--- config.mk ---
export PLATFORM = sky130hd
export DESIGN_NAME = median_pressure_relief_control_unit
export DESIGN_NICKNAME = d
export VERILOG_FILES = /design/src/hw/rtl/mprc_pkg.sv /design/src/hw/rtl/mprc_fifo.sv /design/src/hw/rtl/mprc_front.sv /design/src/hw/rtl/mprc_back.sv /design/src/hw/rtl/median_pressure_relief_control_unit.sv
export VERILOG_INCLUDE_DIRS = /design/src /design/src/hw/rtl
export SDC_FILE = /design/constraint.sdc
export NUM_CORES = 2
export LEC_CHECK = 0
export BUFFER_PORTS_ARGS = -buffer_cell sky130_fd_sc_hd__buf_2
export CAP_MARGIN = 20
export CELL_PAD_IN_SITES_DETAIL_PLACEMENT = 2
export CELL_PAD_IN_SITES_GLOBAL_PLACEMENT = 2
export CORE_UTILIZATION = 44
export DETAILED_ROUTE_END_ITERATION = 6
export GPL_ROUTABILITY_DRIVEN = 0
export PLACE_DENSITY_LB_ADDON = 0.08
export RECOVER_POWER = 25
export SKIP_LAST_GASP = 1
export SYNTH_ARGS = -nofsm -noshare
export SYNTH_HDL_FRONTEND = slang
export SYNTH_SLANG_ARGS = --single-unit
--- constraint.sdc ---
create_clock -name clk -period 9.2 [get_ports clk]
set_input_delay 0 -clock clk [delete_from_list [all_inputs] [get_ports clk]]
set_output_delay 0 -clock clk [all_outputs]
set_load 0.03 [all_outputs]
--- src/hw/rtl/median_pressure_relief_control_unit_assert.svh ---
// Assertion helpers shared by the RTL modules.
// Each module that asserts names its clock clk and its reset arst_n.
`ifndef MEDIAN_PRESSURE_RELIEF_CONTROL_UNIT_ASSERT_SVH
`define MEDIAN_PRESSURE_RELIEF_CONTROL_UNIT_ASSERT_SVH

// cond holds -> prop holds in the same cycle
`define MPRC_ASSERT_NOW(lbl, cond, prop) \
	lbl: assert property (@(posedge clk) disable iff (!arst_n) (cond) |-> (prop)) \
		else $error("mprc assertion failed");

// cond holds -> prop holds in the next cycle
`define MPRC_ASSERT_NEXT(lbl, cond, prop) \
	lbl: assert property (@(posedge clk) disable iff (!arst_n) (cond) |=> (prop)) \
		else $error("mprc assertion failed");

`endif

--- src/hw/rtl/mprc_pkg.sv ---
package mprc_pkg;

	// frame_length register is 4 bits, so a frame never holds more than this
	localparam int FRAME_MAX       = 15;
	localparam int MAX_SAMPLES_DEF = 15;
	localparam int ADC_BITS_DEF    = 12;
	localparam int QUEUE_DEPTH     = 2;
	localparam int CFG_IDX_W       = 3;
	localparam int CFG_DATA_W      = 32;
	localparam int MV_SHIFT        = 12;
	localparam int PR_SHIFT        = 16;

	localparam logic [3:0]  FRAME_LENGTH_RST = 4'd5;
	localparam logic [15:0] MV_PER_COUNT_RST = 16'd3300;
	localparam logic [15:0] OFFSET_MV_RST    = 16'd500;
	localparam logic [15:0] PSI_PER_MV_RST   = 16'd2048;
	localparam logic [15:0] LIMIT_RST        = 16'd1500;
	localparam logic [15:0] HYST_RST         = 16'd100;
	localparam logic [31:0] TIMEOUT_RST      = 32'd600000;

	typedef enum logic [1:0] {
		CMD_SAMPLE   = 2'd0,
		CMD_OVERRIDE = 2'd1,
		CMD_TICK     = 2'd2
	} cmd_t;

	typedef enum logic [CFG_IDX_W-1:0] {
		REG_FRAME_LENGTH = 3'd0,
		REG_MV_PER_COUNT = 3'd1,
		REG_OFFSET_MV    = 3'd2,
		REG_PSI_PER_MV   = 3'd3,
		REG_LIMIT        = 3'd4,
		REG_HYSTERESIS   = 3'd5,
		REG_TIMEOUT      = 3'd6
	} cfg_reg_t;

	typedef struct packed {
		logic [3:0]  frame_length;
		logic [15:0] mv_per_count;
		logic [15:0] sensor_offset_mv;
		logic [15:0] psi_per_mv;
		logic [15:0] pressure_limit;
		logic [15:0] pressure_hysteresis;
		logic [31:0] override_timeout;
	} cfg_t;

	typedef struct packed {
		logic active;
		logic forced;
	} ovr_t;

	typedef enum logic {
		F_ACCEPT,
		F_SEARCH
	} front_state_t;

	typedef enum logic [1:0] {
		B_IDLE,
		B_VOLT,
		B_PRES,
		B_DEC
	} back_state_t;

endpackage

--- src/hw/rtl/mprc_fifo.sv ---
`include "median_pressure_relief_control_unit_assert.svh"

module mprc_fifo #(
	parameter int WIDTH = 16,
	parameter int DEPTH = mprc_pkg::QUEUE_DEPTH
) (
	input  logic             clk,
	input  logic             arst_n,
	input  logic             push,
	input  logic [WIDTH-1:0] wdata,
	input  logic             pop,
	output logic [WIDTH-1:0] rdata,
	output logic             full,
	output logic             empty
);

	localparam int PTR_W = (DEPTH > 1) ? $clog2(DEPTH) : 1;
	localparam int CNT_W = $clog2(DEPTH + 1);

	logic [WIDTH-1:0] mem_q [DEPTH];
	logic [PTR_W-1:0] wr_ptr_q, rd_ptr_q;
	logic [CNT_W-1:0] count_q;

	assign full  = (count_q == CNT_W'(DEPTH));
	assign empty = (count_q == '0);
	assign rdata = mem_q[rd_ptr_q];

	always_ff @(posedge clk) begin
		if (push) begin
			mem_q[wr_ptr_q] <= wdata;
		end
	end

	always_ff @(posedge clk or negedge arst_n) begin
		if (!arst_n) begin
			wr_ptr_q <= '0;
			rd_ptr_q <= '0;
			count_q  <= '0;
		end else begin
			if (push) begin
				wr_ptr_q <= (wr_ptr_q == PTR_W'(DEPTH - 1)) ? '0 : wr_ptr_q + PTR_W'(1);
			end
			if (pop) begin
				rd_ptr_q <= (rd_ptr_q == PTR_W'(DEPTH - 1)) ? '0 : rd_ptr_q + PTR_W'(1);
			end
			if (push && !pop) begin
				count_q <= count_q + CNT_W'(1);
			end else if (pop && !push) begin
				count_q <= count_q - CNT_W'(1);
			end
		end
	end

	`MPRC_ASSERT_NOW(a_fifo_no_overrun, push, !full)
	`MPRC_ASSERT_NOW(a_fifo_no_underrun, pop, !empty)

endmodule

--- src/hw/rtl/mprc_front.sv ---
`include "median_pressure_relief_control_unit_assert.svh"

module mprc_front #(
	parameter int MAX_SAMPLES = mprc_pkg::MAX_SAMPLES_DEF,
	parameter int ADC_BITS    = mprc_pkg::ADC_BITS_DEF,
	parameter int EW          = ADC_BITS + $bits(mprc_pkg::ovr_t)
) (
	input  logic                clk,
	input  logic                arst_n,
	input  mprc_pkg::cfg_t      cfg,
	input  logic                push,
	output logic                full,
	input  logic [1:0]          command,
	input  logic [ADC_BITS-1:0] adc_sample,
	input  logic                manual_on,
	input  logic                q_full,
	output logic                q_push,
	output logic [EW-1:0]       q_data
);

	// only the first FRAME_MAX entries can ever be part of a frame
	localparam int NUSE  = (MAX_SAMPLES < mprc_pkg::FRAME_MAX) ? MAX_SAMPLES
		: mprc_pkg::FRAME_MAX;
	localparam int IDX_W = (NUSE > 1) ? $clog2(NUSE) : 1;
	localparam int LEN_W = $clog2(NUSE + 1);

	mprc_pkg::front_state_t state_q, state_d;

	logic [ADC_BITS-1:0] store_q [NUSE];
	logic [IDX_W-1:0]    idx_q, cand_q;
	logic [LEN_W-1:0]    len_q, len;
	logic [31:0]         tick_q, start_q;
	logic                ovr_flag_q, forced_q;

	logic                accept, frame_end, expired, found;
	logic [LEN_W:0]      idx_inc;
	logic [4:0]          n5;
	logic [ADC_BITS-1:0] cand_val;
	logic [NUSE-1:0]     rank_mask;
	logic [LEN_W-1:0]    rank;
	mprc_pkg::cmd_t      cmd;
	mprc_pkg::ovr_t      ovr;

	assign cmd = mprc_pkg::cmd_t'(command);

	// effective frame length: clamp to 1..NUSE, raise even to odd, cap again
	always_comb begin
		n5 = {1'b0, cfg.frame_length};
		if (n5 == 5'd0) begin
			n5 = 5'd1;
		end
		if (n5 > 5'(NUSE)) begin
			n5 = 5'(NUSE);
		end
		if (!n5[0]) begin
			n5 = n5 + 5'd1;
			if (n5 > 5'(NUSE)) begin
				n5 = 5'(NUSE);
			end
		end
		len = LEN_W'(n5);
	end

	assign accept    = push && !full;
	assign idx_inc   = (LEN_W + 1)'(idx_q) + (LEN_W + 1)'(1);
	assign frame_end = accept && (cmd == mprc_pkg::CMD_SAMPLE) && (idx_inc >= {1'b0, len});
	assign expired   = ovr_flag_q && ((tick_q - start_q) > cfg.override_timeout);

	// rank of the candidate in a stable ascending sort of the frame
	assign cand_val = store_q[cand_q];
	always_comb begin
		for (int j = 0; j < NUSE; j++) begin
			rank_mask[j] = ((LEN_W'(j) < len_q) && (store_q[j] < cand_val))
				|| ((IDX_W'(j) < cand_q) && (store_q[j] == cand_val));
		end
		rank = LEN_W'($countones(rank_mask));
	end

	assign found = (state_q == mprc_pkg::F_SEARCH) && (rank == (len_q >> 1));

	always_comb begin
		state_d = state_q;
		case (state_q)
			mprc_pkg::F_ACCEPT: begin
				if (frame_end) begin
					state_d = mprc_pkg::F_SEARCH;
				end
			end
			mprc_pkg::F_SEARCH: begin
				if (found) begin
					state_d = mprc_pkg::F_ACCEPT;
				end
			end
			default: state_d = mprc_pkg::F_ACCEPT;
		endcase
	end

	always_comb begin
		full   = 1'b1;
		q_push = 1'b0;
		case (state_q)
			mprc_pkg::F_ACCEPT: full = q_full;
			mprc_pkg::F_SEARCH: q_push = found;
			default: full = 1'b1;
		endcase
	end

	assign ovr    = '{active: ovr_flag_q, forced: forced_q};
	assign q_data = {ovr, cand_val};

	always_ff @(posedge clk) begin
		if (accept && cmd == mprc_pkg::CMD_SAMPLE) begin
			store_q[idx_q] <= adc_sample;
		end
	end

	always_ff @(posedge clk or negedge arst_n) begin
		if (!arst_n) begin
			state_q    <= mprc_pkg::F_ACCEPT;
			idx_q      <= '0;
			cand_q     <= '0;
			len_q      <= '0;
			tick_q     <= '0;
			start_q    <= '0;
			ovr_flag_q <= 1'b0;
			forced_q   <= 1'b0;
		end else begin
			state_q <= state_d;
			if (accept) begin
				case (cmd)
					mprc_pkg::CMD_SAMPLE: begin
						if (frame_end) begin
							idx_q  <= '0;
							len_q  <= len;
							cand_q <= '0;
							if (expired) begin
								ovr_flag_q <= 1'b0;
							end
						end else begin
							idx_q <= IDX_W'(idx_inc);
						end
					end
					mprc_pkg::CMD_OVERRIDE: begin
						ovr_flag_q <= 1'b1;
						forced_q   <= manual_on;
						start_q    <= tick_q;
					end
					mprc_pkg::CMD_TICK: tick_q <= tick_q + 32'd1;
					default: ;
				endcase
			end
			if (state_q == mprc_pkg::F_SEARCH && !found) begin
				cand_q <= cand_q + IDX_W'(1);
			end
		end
	end

	`MPRC_ASSERT_NOW(a_push_room, q_push, !q_full)
	`MPRC_ASSERT_NOW(a_cand_in_frame, state_q == mprc_pkg::F_SEARCH, LEN_W'(cand_q) < len_q)

endmodule

--- src/hw/rtl/mprc_back.sv ---
`include "median_pressure_relief_control_unit_assert.svh"

module mprc_back #(
	parameter int ADC_BITS = mprc_pkg::ADC_BITS_DEF,
	parameter int EW       = ADC_BITS + $bits(mprc_pkg::ovr_t)
) (
	input  logic                clk,
	input  logic                arst_n,
	input  mprc_pkg::cfg_t      cfg,
	input  logic                q_empty,
	input  logic [EW-1:0]       q_data,
	output logic                q_pop,
	input  logic                pop,
	output logic                empty,
	output logic [ADC_BITS-1:0] median_raw,
	output logic [15:0]         sensor_mv,
	output logic [15:0]         pressure,
	output logic                valve_open,
	output logic                override_active
);

	localparam int PW = ADC_BITS + 16;

	mprc_pkg::back_state_t state_q, state_d;

	logic [ADC_BITS-1:0] med_s1;
	mprc_pkg::ovr_t      ovr_s1;
	logic [15:0]         mv_s2, pr_s3;
	logic                valve_q, res_valid_q;
	logic [ADC_BITS-1:0] res_med_q;
	logic [15:0]         res_mv_q, res_pr_q;
	logic                res_ovr_q;

	logic                slot_free, res_write, valve_d;
	logic [PW-1:0]       prod_mv;
	logic [31:0]         mv_sh, prod_pr;
	logic [15:0]         mv_sat, diff, pr_val;

	assign slot_free = !res_valid_q || pop;

	assign prod_mv = PW'(med_s1) * PW'(cfg.mv_per_count);
	assign mv_sh   = 32'(prod_mv >> mprc_pkg::MV_SHIFT);
	assign mv_sat  = (|mv_sh[31:16]) ? 16'hFFFF : mv_sh[15:0];

	// max product >> 16 stays below 2^16, no saturation needed
	assign diff    = mv_s2 - cfg.sensor_offset_mv;
	assign prod_pr = 32'(diff) * 32'(cfg.psi_per_mv);
	assign pr_val  = (mv_s2 > cfg.sensor_offset_mv) ? 16'(prod_pr >> mprc_pkg::PR_SHIFT)
		: 16'd0;

	// override forces the valve; else open when pr > limit, close when pr < limit - hyst, done without going negative
	always_comb begin
		valve_d = valve_q;
		if (ovr_s1.active) begin
			valve_d = ovr_s1.forced;
		end else if (pr_s3 > cfg.pressure_limit) begin
			valve_d = 1'b1;
		end else if ((17'(pr_s3) + 17'(cfg.pressure_hysteresis)) < 17'(cfg.pressure_limit)) begin
			valve_d = 1'b0;
		end
	end

	always_comb begin
		state_d = state_q;
		case (state_q)
			mprc_pkg::B_IDLE: begin
				if (!q_empty) begin
					state_d = mprc_pkg::B_VOLT;
				end
			end
			mprc_pkg::B_VOLT: state_d = mprc_pkg::B_PRES;
			mprc_pkg::B_PRES: state_d = mprc_pkg::B_DEC;
			mprc_pkg::B_DEC: begin
				if (slot_free) begin
					state_d = mprc_pkg::B_IDLE;
				end
			end
			default: state_d = mprc_pkg::B_IDLE;
		endcase
	end

	always_comb begin
		q_pop     = 1'b0;
		res_write = 1'b0;
		case (state_q)
			mprc_pkg::B_IDLE: q_pop = !q_empty;
			mprc_pkg::B_DEC: res_write = slot_free;
			default: ;
		endcase
	end

	assign empty           = !res_valid_q;
	assign median_raw      = res_med_q;
	assign sensor_mv       = res_mv_q;
	assign pressure        = res_pr_q;
	assign valve_open      = valve_q;
	assign override_active = res_ovr_q;

	always_ff @(posedge clk) begin
		if (q_pop) begin
			med_s1 <= q_data[ADC_BITS-1:0];
			ovr_s1 <= mprc_pkg::ovr_t'(q_data[EW-1:ADC_BITS]);
		end
		if (state_q == mprc_pkg::B_VOLT) begin
			mv_s2 <= mv_sat;
		end
		if (state_q == mprc_pkg::B_PRES) begin
			pr_s3 <= pr_val;
		end
		if (res_write) begin
			res_med_q <= med_s1;
			res_mv_q  <= mv_s2;
			res_pr_q  <= pr_s3;
			res_ovr_q <= ovr_s1.active;
		end
	end

	always_ff @(posedge clk or negedge arst_n) begin
		if (!arst_n) begin
			state_q     <= mprc_pkg::B_IDLE;
			valve_q     <= 1'b0;
			res_valid_q <= 1'b0;
		end else begin
			state_q <= state_d;
			if (res_write) begin
				valve_q     <= valve_d;
				res_valid_q <= 1'b1;
			end else if (pop) begin
				res_valid_q <= 1'b0;
			end
		end
	end

	`MPRC_ASSERT_NEXT(a_forced_valve, res_write && ovr_s1.active, valve_q == ovr_s1.forced)

endmodule

--- src/hw/rtl/median_pressure_relief_control_unit.sv ---
// Median-filtered pressure relief controller. Write push/command words: a sample
// word stores into the current frame, a tick word advances the millisecond count,
// an override word forces the valve until the timeout passes. The sample word that
// closes a frame yields one result word; the other words yield none. After a
// frame-closing word the front end holds full high while it searches for the median
// one candidate per cycle through the single rank comparator row; the back end then
// steps through its volt, pressure and decision states for the two scaling
// multipliers and the valve decision. A two-entry queue sits between the two, and a
// one-word output register lets the next word in while a result waits. No clearing
// pass after reset.
module median_pressure_relief_control_unit #(
	parameter int MAX_SAMPLES = mprc_pkg::MAX_SAMPLES_DEF,
	parameter int ADC_BITS    = mprc_pkg::ADC_BITS_DEF
) (
	input  logic                            clk,
	input  logic                            arst_n,
	input  logic                            cfg_write,
	input  logic [mprc_pkg::CFG_IDX_W-1:0]  cfg_index,
	input  logic [mprc_pkg::CFG_DATA_W-1:0] cfg_data,
	input  logic                            push,
	output logic                            full,
	input  logic [1:0]                      command,
	input  logic [ADC_BITS-1:0]             adc_sample,
	input  logic                            manual_on,
	input  logic                            pop,
	output logic                            empty,
	output logic [ADC_BITS-1:0]             median_raw,
	output logic [15:0]                     sensor_mv,
	output logic [15:0]                     pressure,
	output logic                            valve_open,
	output logic                            override_active
);

	localparam int EW = ADC_BITS + $bits(mprc_pkg::ovr_t);

	mprc_pkg::cfg_t cfg_q;

	logic          fq_push, fq_pop, fq_full, fq_empty;
	logic [EW-1:0] fq_wdata, fq_rdata;

	always_ff @(posedge clk or negedge arst_n) begin
		if (!arst_n) begin
			cfg_q.frame_length        <= mprc_pkg::FRAME_LENGTH_RST;
			cfg_q.mv_per_count        <= mprc_pkg::MV_PER_COUNT_RST;
			cfg_q.sensor_offset_mv    <= mprc_pkg::OFFSET_MV_RST;
			cfg_q.psi_per_mv          <= mprc_pkg::PSI_PER_MV_RST;
			cfg_q.pressure_limit      <= mprc_pkg::LIMIT_RST;
			cfg_q.pressure_hysteresis <= mprc_pkg::HYST_RST;
			cfg_q.override_timeout    <= mprc_pkg::TIMEOUT_RST;
		end else if (cfg_write) begin
			case (mprc_pkg::cfg_reg_t'(cfg_index))
				mprc_pkg::REG_FRAME_LENGTH: cfg_q.frame_length <= cfg_data[3:0];
				mprc_pkg::REG_MV_PER_COUNT: cfg_q.mv_per_count <= cfg_data[15:0];
				mprc_pkg::REG_OFFSET_MV:    cfg_q.sensor_offset_mv <= cfg_data[15:0];
				mprc_pkg::REG_PSI_PER_MV:   cfg_q.psi_per_mv <= cfg_data[15:0];
				mprc_pkg::REG_LIMIT:        cfg_q.pressure_limit <= cfg_data[15:0];
				mprc_pkg::REG_HYSTERESIS:   cfg_q.pressure_hysteresis <= cfg_data[15:0];
				mprc_pkg::REG_TIMEOUT:      cfg_q.override_timeout <= cfg_data[31:0];
				default: ;
			endcase
		end
	end

	mprc_front #(
		.MAX_SAMPLES (MAX_SAMPLES),
		.ADC_BITS    (ADC_BITS),
		.EW          (EW)
	) u_front (
		.clk        (clk),
		.arst_n     (arst_n),
		.cfg        (cfg_q),
		.push       (push),
		.full       (full),
		.command    (command),
		.adc_sample (adc_sample),
		.manual_on  (manual_on),
		.q_full     (fq_full),
		.q_push     (fq_push),
		.q_data     (fq_wdata)
	);

	mprc_fifo #(
		.WIDTH (EW),
		.DEPTH (mprc_pkg::QUEUE_DEPTH)
	) u_fifo (
		.clk    (clk),
		.arst_n (arst_n),
		.push   (fq_push),
		.wdata  (fq_wdata),
		.pop    (fq_pop),
		.rdata  (fq_rdata),
		.full   (fq_full),
		.empty  (fq_empty)
	);

	mprc_back #(
		.ADC_BITS (ADC_BITS),
		.EW       (EW)
	) u_back (
		.clk             (clk),
		.arst_n          (arst_n),
		.cfg             (cfg_q),
		.q_empty         (fq_empty),
		.q_data          (fq_rdata),
		.q_pop           (fq_pop),
		.pop             (pop),
		.empty           (empty),
		.median_raw      (median_raw),
		.sensor_mv       (sensor_mv),
		.pressure        (pressure),
		.valve_open      (valve_open),
		.override_active (override_active)
	);

endmodule
# Word-level counts from Yosys, hierarchy flattened
# Memories as Yosys holds them, arrays and structs flattened. A register that Yosys moved wholly into a read port is not among the register bits.
# Index checks and enable logic that the tools add are counted.
[op_classes]
n_addsub = 25
mul = 2
n_lt_le_gt_ge = 52
n_eq_ne = 32
mux = 35
bitwise_logic = 1
n_reduce_logical = 87
[op_table]
columns = ["op", "count"]
rows = [
  ["12-bit == test", 15],
  ["12-bit < comparator", 15],
  ["4-bit < comparator, first input constant", 14],
  ["1-bit logical AND", 38],
  ["4-bit two-way mux", 9],
  ["32-bit by 1-bit adder with 32-bit output, second input constant", 1],
  ["16-bit > comparator", 2],
  ["32-bit > comparator", 1],
  ["3-bit by 4-bit < comparator with 1-bit output, first input constant", 8],
  ["16-bit by 16-bit multiplier with 32-bit output", 1],
  ["32-bit subtractor", 1],
  ["12-bit by 16-bit multiplier with 28-bit output", 1],
  ["4-bit adder", 6],
  ["2-bit AND reduction", 12],
  ["1-bit two-way mux", 19],
  ["16-bit by 16-bit adder with 17-bit output", 1],
  ["17-bit by 16-bit < comparator with 1-bit output", 1],
  ["1-bit logical OR", 16],
  ["1-bit by 4-bit < comparator with 1-bit output, first input constant", 4],
  ["2-bit by 4-bit < comparator with 1-bit output, first input constant", 4],
  ["16-bit subtractor", 1],
  ["1-bit by 1-bit adder with 2-bit output", 7],
  ["2-bit nonzero test", 6],
  ["4-bit by 1-bit adder with 5-bit output, second input constant", 2],
  ["27 further kinds", 49],
]
[word_totals]
register_bits = 280
ramBits = 208
input_bits = 55
word_cells = 263
mem_count = 2
[memory_table]
columns = ["name", "words", "width", "rd", "rd_ports_with_merged_regs", "write_ports", "line_no", "text"]
rows = [
  ["u_front.store_q", 15, 12, 16, 0, 1, "mprc_front.sv:29", "logic [ADC_BITS-1:0] store_q [NUSE];"],
  ["u_fifo.mem_q", 2, 14, 1, 1, 1, "mprc_fifo.sv:20", "logic [WIDTH-1:0] mem_q [DEPTH];"],
]

# Depth between registers and ports, before layout
# An unclocked memory read counts as a cell.
[logic_depth]
ltp_word = 15
ltp_mapped = 37
mapped_depth_nobuf = 35

# Hierarchy
# A second synthesis with hierarchy kept.
[hier_totals]
cells_unflattened = 3752
area_unflattened_um2 = 42109.1
[by_module_without_submodules]
columns = ["module", "instances", "cells_each", "area_per_inst_um2", "seq_area_each_um2"]
rows = [
  ["mprc_back", 1, 1925, 18614.1, 2832.7],
  ["mprc_front", 1, 1516, 17712.0, 7742.4],
  ["median_pressure_relief_control_unit", 1, 251, 4533.1, 2944.1],
  ["mprc_fifo", 1, 60, 1249.9, 940.9],
]

# Worst setup path after synthesis
# Ideal clock, no wire load.
[synth_timing]
path_kind = "reg-to-reg"
start = "reg u_front.cand_q[0]"
end = "mem u_fifo.mem_q[0][0] in the netlist's numbering (enable)"
t_arrival_ns = 7.955
required_time_ns = 8.816
setup_slack_ns = 0.861
stages_incl_launch_ff = 33
synth_period_minus_slack_ns = 8.339
path_cell_list = "dfrtp_1 -> buf_1 -> buf_1 -> mux4_2 -> mux4_2 -> inv_1 -> ha_1 -> nor2b_1 -> o21a_1 -> o21a_1 -> o21a_1 -> o21a_1 -> o21a_1 -> o21ai_0 -> nand2b_1 -> a21oi_1 -> o21ai_0 -> nand2_1 -> ha_1 -> inv_1 -> fa_1 -> fa_1 -> inv_1 -> fa_1 -> ha_1 -> inv_1 -> fa_1 -> xnor2_1 -> xnor2_1 -> nand4_1 -> inv_1 -> nand2_1 -> nor2_1"
[synth_between]
elab_chain_cells = 13
elab_cells_between_ends = 110
cone_classes = "add/sub: 14; order compare: 30; eq/ne: 16; mux: 3; reduce/logical: 46; memory: 1"
[synth_rtl]
columns = ["item", "line_no", "text"]
rows = [
  ["start: declaration", "mprc_front.sv:30", "logic [IDX_W-1:0] idx_q, cand_q;"],
  ["start signal: assignment", "mprc_front.sv:153", "cand_q <= cand_q + IDX_W'(1);"],
  ["memory read 15 x 12 bit (*)", "-", ""],
  ["net fq_wdata[1]", "median_pressure_relief_control_unit.sv:39", "logic [EW-1:0] fq_wdata, fq_rdata;"],
  ["12-bit < comparator / 12-bit == test (equally long branches)", "mprc_front.sv:73, mprc_front.sv:74", ""],
  ["1-bit logical AND, on equally long branches", "mprc_front.sv:73, mprc_front.sv:74", ""],
  ["1-bit logical OR", "mprc_front.sv:74", "|| ((IDX_W'(j) < cand_q) && (store_q[j] == cand_val));"],
  ["1-bit by 1-bit adder with 2-bit output (implied by the code)", "mprc_front.sv:76", "rank = LEN_W'($countones(rank_mask));"],
  ["4-bit adder (implied by the code) / 4-bit by 1-bit adder with 4-bit output (equally long branches)", "mprc_front.sv:76", ""],
  ["4-bit adder (implied by the code)", "mprc_front.sv:76", ""],
  ["4-bit adder (implied by the code) (*)", "mprc_front.sv:76", ""],
  ["4-bit by 3-bit == test with 1-bit output (*)", "mprc_front.sv:79", "assign found = (state_q == mprc_pkg::F_SEARCH) && (rank == (len_q >> 1));"],
  ["1-bit logical AND (*)", "mprc_front.sv:79", ""],
  ["1-bit two-way mux (*)", "mprc_front.sv:101", "case (state_q)"],
  ["1-bit two-way mux (*)", "mprc_fifo.sv:29", "if (push) begin"],
  ["1-bit two-way mux (implied by the code) (*)", "mprc_fifo.sv:30", "mem_q[wr_ptr_q] <= wdata;"],
  ["end: declaration", "mprc_fifo.sv:20", ""],
]
# Mark *: on every way through the listed nets, which the timed path passes. The rest lies on a longest branch.

# Worst setup path in the final report
[layout_timing]
start = "reg cfg_q[81] in the netlist's numbering"
end = "reg u_back.pr_s3[11] (data pin)"
[layout_between]
elab_chain_cells = 2
elab_cells_between_ends = 3
cone_classes = "add/sub: 1; mul: 1; order compare: 1"
[layout_rtl]
columns = ["item", "line_no", "text"]
rows = [
  ["start: declaration", "median_pressure_relief_control_unit.sv:36", "mprc_pkg::cfg_t cfg_q;"],
  ["16-bit subtractor", "mprc_back.sv:46", "assign diff = mv_s2 - cfg.sensor_offset_mv;"],
  ["16-bit by 16-bit multiplier with 32-bit output", "mprc_back.sv:47", "assign prod_pr = 32'(diff) * 32'(cfg.psi_per_mv);"],
  ["end signal: assignment", "mprc_back.sv:108", "pr_s3 <= pr_val;"],
  ["end: declaration", "mprc_back.sv:28", "logic [15:0] mv_s2, pr_s3;"],
]
# Parallel ways exist; a longest one is shown, timed or not.
# A chain may end at the register's enable or synchronous reset.

==> run_results.csv <==
group,metric,value,unit
run_status,status,"complete, but fails checks",
run_status,violations,"capacitance limit, slew limit",
clocking,cts_sinks,513,
critical_path,r2r_slack,380,ps
synthesis,ys.flop_type,"edfxtp_1",
synthesis,synth_cell_types,77,
route,drtPass1Iterations,5,
critical_path,crit_path_max_incr_delay,560,ps
global_route,grt.overflow.total,0,
hold_path,hold_end,"cfg_q[19]$_DFFE_PN1P_",
hold_path,min_path_type,"in -> reg",
final_layout,nNetsFinal,4841,
final_layout,syn_to_final_growth,12.9,%
synthesis,syn-mean-instance-area,11.1,um2
route,routed_wl,139000,um
synthesis,synth-edff-count,311,
route,vias_per_cell,5.64,
critical_path,worstSetupStartpointType,"flip-flop",
route,post_drt_wl_per_cell,26.5,um
synthesis,ys_ff_latch,513,
critical_path,cp_max_fo,7,
final_layout,final_common_cell,"inv_1",
critical_path,worstPathRequired,9590,ps
critical_path,r2r-start,"cfg_q[81]$_DFFE_PN0P_",
critical_path,r2r_cells,35,
critical_path,r2r_end,"u_back.pr_s3[11]$_SDFFCE_PP0P_",
floorplan,rows,112,
sta,setup_viol,0,
clocking,cts_tree,"yes",
floorplan,die_area,0.0957,mm2
critical_path,cpMaxStageDelayCell,"fa_1",
global_route,grt_pass1_wl,213000,um
place,hpwl,106000,um
hold_path,hp-start,"cfg_data[19]",
synthesis,yosys_warnings,0,
synthesis,synthCells,3743,
floorplan,die-width,309,um
synthesis,syn_area,0.0416,mm2
clocking,insertion_delay,700,ps
floorplan,io_pins,103,
clocking,numCtsBuffers,61,
sta,fin_crit_sh,95.9,%
sta,fin_skew,68.4,ps
clocking,clock_tree.root_cell,"clkbuf_16",
final_layout,drive_above_1_share,13.0,%
global_route,grt_max_degree,67,
sta,min_period,8820,ps
floorplan,start_util,44.5,%
sta,drv_slew,77,
global_route,antenna_found_initial,6,
floorplan,dieHeight,309,um
clocking,clkTransAtPathRegs,60,ps
place,placed_cells,5070,
sta,slew_headroom,-114,%
final_layout,most-common-layout-cells,"inv_1 (545), ha_1 (495), nand2_1 (381)",
synthesis,synth-async-reset-ratio,39.4,%
clocking,clockBufferDepth,3,
critical_path,crit_path_end_kind,"flip-flop",
global_route,grt.total_usage,29.7,%
place,portBuffers,102,
global_route,grt_pass1_vias,34871,
route,num_vias,29647,
route,ant_nets,0,
critical_path,cp.arrival,9220,ps
sta,max_clock_freq,0.113,GHz
route,drt-initial-drc-count,1559,
critical_path,critPathKind,"reg -> reg",
hold_path,whs_path_depth,3,
clocking,cts_htree_levels,2,
run,cap_violations,2,
critical_path,cp_common_cell,"fa_1",
sta,tightest_slew,3210,ps
route,drc_errors,0,
sta,hold_violations,0,
final_layout,stdcell_count,5253,
floorplan,fp.coreArea,0.0935,mm2
synthesis,syn_nets,4638,
synthesis,yosysSeqAreaShare,34.7,%
==> logic make-up after synthesis <==
group / synth area share, %
other: 0.00902
AND/OR/NAND/NOR: 11.7
XOR/XNOR: 2.66
adder cells (fa/ha/maj): 31.5
buffers and inverters: 5.90
flip-flops: 34.7
multiplexers: 6.60
AO/OA/AOI/OAI: 6.93
==> state kept, by name (all words and copies together), names as in the netlist, 2 cells and up <==
| register | count |
|---|---|
| u_back.pr_s3 | 16 |
| u_front.start_q | 32 |
| u_front.store_q | 192 |
| u_front.len_q | 4 |
| u_front.cand_q | 4 |
| u_back.state_q | 2 |
| u_back.mv_s2 | 16 |
| cfg_q | 115 |
| u_front.idx_q | 4 |
| u_back.pressure | 16 |
| u_fifo.mem_q | 28 |
| u_back.sensor_mv | 16 |
| u_fifo.count_q | 2 |
| u_back.med_s1 | 12 |
| u_back.median_raw | 12 |
| u_front.tick_q | 32 |
| u_back.ovr_s1 | 2 |
==> through the flow <==
| stage | setup WS, ps | setup TNS, ps | hold WS (ps) | util (%) | area [um2] |
|---|---|---|---|---|---|
| floorplan | 861 | 0 | -296 | - | 41600 |
| global placement | 460 | 0 | 34.4 | 47.0 | 43900 |
| detailed placement | 117 | 0 | 41.6 | 47.0 | 43900 |
| CTS | 10.7 | 0 | 6.00 | 50.1 | 46800 |
| global route | -31.1 | -31.1 | 87.5 | 50.2 | 46900 |
| finish | 379 | 0 | 98.9 | 50.2 | 46900 |
==> per-layer routing <==
metal / track usage (%) / vias to the layer above / wire length [um]
met4: 12.5 / 2 / 6450
met5: 0 / - / 10
met2: 54.9 / 585 / 73200
met1: 35.3 / 15712 / 55700
met3: 2.57 / 258 / 4020
li1: - / 13090 / -
==> worst max path at each step <==
| stage | slack, ps | end | start | depth (start not counted) |
|---|---|---|---|---|
| floorplan | 860 | u_fifo.mem_q[0][0]$_DFFE_PP_ | u_front.cand_q[0]$_DFFE_PN0P_ | 32 |
| global placement | 460 | u_back.pr_s3[11]$_SDFFCE_PP0P_ | cfg_q[82]$_DFFE_PN1P_ | 33 |
| detailed placement | 120 | u_back.pr_s3[11]$_SDFFCE_PP0P_ | cfg_q[82]$_DFFE_PN1P_ | 33 |
| CTS | 10 | u_back.pr_s3[11]$_SDFFCE_PP0P_ | cfg_q[82]$_DFFE_PN1P_ | 33 |
| global route | -30 | u_back.pr_s3[11]$_SDFFCE_PP0P_ | cfg_q[81]$_DFFE_PN0P_ | 33 |
| finish | 380 | u_back.pr_s3[11]$_SDFFCE_PP0P_ | cfg_q[81]$_DFFE_PN0P_ | 35 |
==> what timing repair did <==
action | in CTS | in global routing
resized for setup | 0 | 13
endpoints found under the setup margin | 0 | 8
hold buffers | 60 | 1
endpoints found under the hold margin | 392 | 1
buffers inserted | 0 | 2
==> synthesized netlist by cell type, types with 5 or more instances <==
cell      count  area share, %
a211oi_1     12           0.22
a21o_1       66            1.2
a21oi_1     114            1.4
a221oi_1      8           0.17
a31oi_1       8           0.12
and2_1      153            2.3
and3_1       25           0.38
and3b_1       9           0.19
and4_1        5           0.11
buf_1         6          0.054
clkbuf_1     97           0.88
dfrtp_1     170             10
dfstp_2      32            2.0
edfxtp_1    311             22
fa_1        345             17
ha_1        495             15
inv_1       546            4.9
mux2_2      130            3.5
mux2i_1      13           0.31
mux4_2       51            2.8
nand2_1     381            3.4
nand2b_1     48           0.72
nand3_1      38           0.46
nand3b_1      8           0.14
nand4_1      62           0.93
nand4b_1      5           0.11
nor2_1      107           0.97
nor2b_1      68            1.0
nor3_1       29           0.35
o21a_1       29           0.52
o21ai_0     116            1.4
o21ai_1       8          0.096
o21bai_1     17           0.31
o221ai_1      7           0.15
o22ai_1       9           0.14
o31ai_1       9           0.16
or3_1         7           0.11
or4_1         6           0.11
xnor2_1      99            2.1
xor2_1       27           0.57
==> cell type report <==
cell class | count | area (um2)
Sequential cell | 513 | 14400
Tap cell | 1254 | 1570
Timing Repair Buffer | 246 | 1790
Inverter | 546 | 2050
Clock buffer | 81 | 1680
Antenna cell | 1 | 2.50
Clock inverter | 34 | 583
Multi-Input combinational cell | 2578 | 24800
Fill cell | 9322 | 46600
==> worst max-delay path: cells and delay by family (launching register included) <==
family          cells  cell delay, ps
simple gates        6             910
flops               1             390
buf+inv             6             500
xor+xnor            2             300
fa+ha+maj           8            3810
compound gates     13            2630
Power is not shown: default switching activity piles up to over one toggle a cycle in this logic, so the estimate is an artifact.
